==> src/design/bpc_pkg.sv <==
`timescale 1ns / 1ps
package bpc_pkg;
   localparam int DIV_W = 32;
   localparam int CSR_W = 48;
   localparam int IDX_W = 3;

   typedef enum logic [IDX_W-1:0] {
      CSR_AC_SIGNED   = 3'd0,
      CSR_AC_UNSIGNED = 3'd1,
      CSR_B_PAIR      = 3'd2,
      CSR_M_PAIR      = 3'd3,
      CSR_OSS         = 3'd4
   } csr_index_type;

   localparam logic signed [31:0] B6_OFFSET  = 32'sd4000;
   localparam logic signed [31:0] B4_OFFSET  = 32'sd32768;
   localparam logic [15:0]        B7_SCALE   = 16'd50000;
   localparam logic signed [31:0] P_COEF_SQ  = 32'sd3038;
   localparam logic signed [31:0] P_COEF_LIN = -32'sd7357;
   localparam logic signed [31:0] P_OFFSET   = 32'sd3791;
   localparam logic signed [31:0] T_MAX      = 32'sd32767;
   localparam logic signed [31:0] T_MIN      = -32'sd32768;
   localparam logic signed [31:0] P_MAX      = 32'sd262143;
endpackage

==> src/design/bpc_div.sv <==
`timescale 1ns / 1ps
module bpc_div
   import bpc_pkg::*;
#(
   parameter int SIDE_W = 8
) (
   input  logic              clock,
   input  logic              reset,
   input  logic              adv,
   input  logic              in_valid,
   input  logic [DIV_W-1:0]  dividend,
   input  logic [DIV_W-1:0]  divisor,
   input  logic [SIDE_W-1:0] side_in,
   output logic              out_valid,
   output logic [DIV_W-1:0]  quotient,
   output logic [SIDE_W-1:0] side_out
);
   logic [DIV_W-1:0]  r_ff [DIV_W];
   logic [DIV_W-1:0]  n_ff [DIV_W];
   logic [DIV_W-1:0]  d_ff [DIV_W];
   logic [SIDE_W-1:0] side_ff [DIV_W];
   logic [DIV_W-1:0]  v_ff;
   logic [DIV_W-1:0]  r_in [DIV_W];
   logic [DIV_W-1:0]  n_in [DIV_W];
   logic [DIV_W-1:0]  r_src [DIV_W];
   logic [DIV_W-1:0]  n_src [DIV_W];
   logic [DIV_W-1:0]  d_src [DIV_W];
   logic [DIV_W:0]    t_w [DIV_W];
   logic [DIV_W:0]    s_w [DIV_W];

   always_comb begin
      for (int k = 0; k < DIV_W; k++) begin
         if (k == 0) begin
            r_src[k] = '0;
            n_src[k] = dividend;
            d_src[k] = divisor;
         end else begin
            r_src[k] = r_ff[k-1];
            n_src[k] = n_ff[k-1];
            d_src[k] = d_ff[k-1];
         end
         t_w[k] = {r_src[k], n_src[k][DIV_W-1]};
         s_w[k] = t_w[k] - {1'b0, d_src[k]};
         if (!s_w[k][DIV_W]) begin
            r_in[k] = s_w[k][DIV_W-1:0];
            n_in[k] = {n_src[k][DIV_W-2:0], 1'b1};
         end else begin
            r_in[k] = t_w[k][DIV_W-1:0];
            n_in[k] = {n_src[k][DIV_W-2:0], 1'b0};
         end
      end
   end

   always_ff @(posedge clock) begin
      if (reset) begin
         v_ff <= '0;
      end else if (adv) begin
         v_ff <= {v_ff[DIV_W-2:0], in_valid};
      end
   end

   always_ff @(posedge clock) begin
      if (adv) begin
         for (int k = 0; k < DIV_W; k++) begin
            r_ff[k] <= r_in[k];
            n_ff[k] <= n_in[k];
            d_ff[k] <= d_src[k];
            side_ff[k] <= (k == 0) ? side_in : side_ff[(k == 0) ? 0 : k-1];
         end
      end
   end

   assign out_valid = v_ff[DIV_W-1];
   assign quotient  = n_ff[DIV_W-1];
   assign side_out  = side_ff[DIV_W-1];
endmodule

==> config.mk <==
export PLATFORM = sky130hd
export DESIGN_NAME = bpc_div
export DESIGN_NICKNAME = d
export VERILOG_FILES = /design/src/design/bpc_pkg.sv /design/src/design/bpc_div.sv
export SDC_FILE = /design/constraint.sdc
export NUM_CORES = 2
export LEC_CHECK = 0
export BUFFER_PORTS_ARGS = -buffer_cell sky130_fd_sc_hd__clkbuf_2
export CAP_MARGIN = 10
export CORE_ASPECT_RATIO = 1.2
export CORE_MARGIN = 5
export CORE_UTILIZATION = 30
export CTS_CLUSTER_SIZE = 24
export DETAILED_ROUTE_END_ITERATION = 8
export SYNTH_ARGS = -nofsm -noshare
export SYNTH_HDL_FRONTEND = slang
export SYNTH_SLANG_ARGS = --single-unit
==> constraint.sdc <==
create_clock -name clock -period 6.7 [get_ports clock]
set_clock_uncertainty 0.05 [all_clocks]
set_input_delay 0.335 -clock clock [delete_from_list [all_inputs] [get_ports clock]]
set_output_delay 0.335 -clock clock [all_outputs]
set_load 0.02 [all_outputs]
==> key figures <==
Job
  – # Max-Cap Violations: 0

STA
  – Hold_ws: ~0.13 ns
  – Final Hold Fails: 0
  – Fin crit share: 0.8641
  – Final Max Slew Viols: 0
  – Least-Margin Pin Slew: 1.231 ns
  – Maximum clock rate: 172.7 MHz
  – Final setup fails: 0
  – Final min period: 5.789 ns
  – Slew Limit Headroom: 0.1780
  – RSZ-0062 raised after global routing: no
  – Final TNS setup: 0 ns

Synthesis
  – Synth Area in Compound Gates: 0.1082
  – Register area share after synthesis: 0.6131
  – Ys flop type: edfxtp_1
  – Mux cell area share after synthesis: 0.06067
  – Yosys warns: 0
  – Mapped Cells: ~12k
  – Asr flop ratio synth: 0
  – Synth Area per Inst: about 13 µm²
  – Synth cell types: between 90 and 100
  – Post-synth EDFFs: approximately 3.3k
  – Largest family of logic cells by synthesized area: compound AO/OA/AOI/OAI gates
  – #FFs+latches synth: around 3.3k
  – Simple-Gate Fraction of Synth Area: 0.05527
  – Synthesized area: 160,900 µm²
  – Xor/xnor cell area share of the yosys netlist: 0.04558
  – Adder-cell area share of the yosys netlist: 0.08095

Pwr
  – Cell Pwr Density: just under 500 nW/µm²
  – Static Leak: around 70 nW
  – Peak supply drop: around 0.0004 V
  – Power Total: 90.44 mW

Global routing
  – Total GRT Usage: 0.1121
  – Initial antenna violation count: 4
  – Gr ovfl total: 0
  – Vias in the first global route: between 90k and 100k
  – First-pass GRT wire length: between 500 and 600 mm
  – Largest net degree at the start of global routing: approximately 180

Final layout
  – Layout cell share with drive strength beyond 1: 0.1231
  – Post-Route Utilization: 0.3437
  – NumNets Final: about 14k
  – Design area: 183,700 µm²
  – Layout Area Growth over Synthesis: 14.16%

Clock network
  – CTS tree: done
  – CTS resizes: 0
  – Hold buffers post-CTS: between 100 and 150
  – CTS clk-pin slew, worst paths: 0.06 ns
  – CTS max path bufs: 4
  – Postcts setup bufs: 0
  – Worst skew pair latency: around 0.97 ns
  – H-tree levels: 5
  – Clock sink total: ~3.3k
  – Root buf cell: clkbuf_16
  – CTS Buf Count: 368

Worst setup path
  – CP max stage cell: mux2i_1
  – Data required time at the worst endpoint: 7.27 ns
  – Cell family with most CP delay: compound AO/OA/AOI/OAI gates
  – Worst Reg-to-Reg Cells: 15
  – CP Max Fanout: 32
  – Combined buffer and inverter count along the critical path: 3
  – Startpoint type of the worst setup path: register
  – Crit-path cells: inv_1 > ha_1 > nor2b_1 > o31a_1 > o41a_1 > a22oi_1 > o311a_1 > o311ai_2 > buf_4 > a21oi_1 > o21ai_0 > a21oi_1 > xnor2_4 > buf_4 > mux2i_1
  – Slowest stage delay, CP: 0.98 ns
  – Critical Path End Type: register
  – Critical Path Stages: 15
  – Critical path type: register to register
  – Crit path DAT: around 6.4 ns

Route
  – Post-Route WL: about 320 mm
  – Routed WL per cell: ~16 µm
  – Vias per cell: around 4.6
  – First drt pass iteration count: 5
  – 1st-iter DRT viols: 4,308
  – Via count: 92.66k
  – Detail Route Antenna Nets: 0
  – Drt drc: 0

Placed design
  – Gpl congestion: between 0.9 and 1
  – DP Area: approximately 170,000 µm²
  – IO Port Bufs: roughly 120
  – Post-DP HPWL: roughly 230 mm

Floorplan
  – Io pins: between 100 and 150
  – Die Ht: slightly above 800 µm
  – Chip width: a little under 700 µm
  – Initial cell density of the core: 0.3010
  – Die area: ~550,000 µm²
  – Row count: 294
  – Core area: around 530,000 µm²

Min path
  – Hold Crit Class: input pin to register
  – WHS Path Cells: 2

Run status
  – Status: finished, final reports clean
## cells in the final DEF, fill, tap and decap left out, types with 69 or more instances in the layout
cell           synthesis  routed
edfxtp_1            3264    3264
inv_1               1213    1213
ha_1                 993     993
a21oi_1              848     848
mux2_2               715     715
xnor2_1              559     541
nor2_1               529     529
nand2_1              505     505
o21ai_0              501     501
a21o_1               453     453
clkbuf_16              0     371
xor2_1               271     267
o21a_1               162     162
nand3_1              146     146
dlygate4sd3_1          0     141
nor2b_1              128     128
nand2b_1             119     119
clkbuf_2               0     115
nand4_1              106     106
a31oi_1              105     105
mux2i_1               97      97
clkinv_1               1      95
o21bai_1              88      88
nor3_1                85      85
and3_1                81      81
buf_4                 41      74
o211ai_1              69      69
## Yosys cell counts, types with 51 or more instances
cell type | n | area share
a21oi_1 | 848 | 0.026
inv_1 | 1213 | 0.028
mux2i_1 | 97 | 0.0060
and3_1 | 81 | 0.0031
buf_2 | 55 | 0.0017
ha_1 | 993 | 0.077
nand2_1 | 505 | 0.012
nand2b_1 | 119 | 0.0046
o21ai_0 | 501 | 0.016
xor2_1 | 271 | 0.015
nor2_1 | 529 | 0.012
xnor2_1 | 559 | 0.030
o21a_1 | 162 | 0.0076
nor2b_1 | 128 | 0.0050
a211oi_1 | 64 | 0.0030
edfxtp_1 | 3264 | 0.61
nand4_1 | 106 | 0.0041
a31oi_1 | 105 | 0.0041
o31ai_1 | 51 | 0.0024
clkbuf_1 | 156 | 0.0036
nor3_1 | 85 | 0.0026
a21o_1 | 453 | 0.021
mux2_2 | 715 | 0.050
o21bai_1 | 88 | 0.0041
nand3_1 | 146 | 0.0045
o211ai_1 | 69 | 0.0032
## final timing paths
check / startpoint / slack (ns) / endpoint
setup / recovery: d_ff[1][162]$_DFFE_PP_ / 0.91 / r_ff[1][192]$_DFFE_PP_
setup reg to reg: d_ff[1][162]$_DFFE_PP_ / 0.91 / r_ff[1][192]$_DFFE_PP_
hold reg to reg: n_ff[1][104]$_DFFE_PP_ / 0.29 / n_ff[1][137]$_DFFE_PP_
hold / removal: divisor[13] / 0.13 / d_ff[0][13]$_DFFE_PP_
## report_power, final
group | leakage, nW | switching [mW] | internal (mW)
clock network | 5.74 | 8.32 | 11.4
registers | 32.2 | 2.64 | 29.5
logic | 33.8 | 20.1 | 18.5
total | 71.7 | 31.0 | 59.4
## metrics by stage
step	setup WS, ns	cells
5_1_grt	0.6731	19950
6_report	0.9106	19960
3_3_place_gp	0.8414	19130
2_1_floorplan	2.721	12080
3_5_place_dp	0.7862	19130
4_1_cts	0.7679	19940
## routing by layer
| metal | global-route usage | routed length (µm) |
|---|---|---|
| met1 | 0.09771 | 105600 |
| met2 | 0.2256 | 177400 |
| met3 | 0.01877 | 11110 |
| met4 | 0.08198 | 26290 |
| met5 | 0 | 0 |
## final cells by class
| cell class | instances | area, µm² |
|---|---|---|
| clock inverter | 235 | 2282 |
| inverter | 1214 | 4557 |
| sequential | 3296 | 98650 |
| tap | 7104 | 8889 |
| fill | 51500 | 350800 |
| clock buffer | 436 | 9558 |
| antenna | 12 | 30.03 |
| multi-input combinational | 7307 | 56750 |
| timing repair buffer | 352 | 2983 |
## sequential cells by signal, indices dropped and copies added (netlist names)
name     flops
n_ff      1024
d_ff       992
r_ff       992
side_ff    256
v_ff        32
## kinds of logic after synthesis
logic type / count (synthesis)
other: 1
AO/OA/AOI/OAI: 2708
flip-flops: 3296
buffers and inverters: 1480
AND/OR/NAND/NOR: 1865
adder cells (fa/ha/maj): 1023
multiplexers: 862
XOR/XNOR: 834
Note: power is estimated with default switching activity, not from simulation.
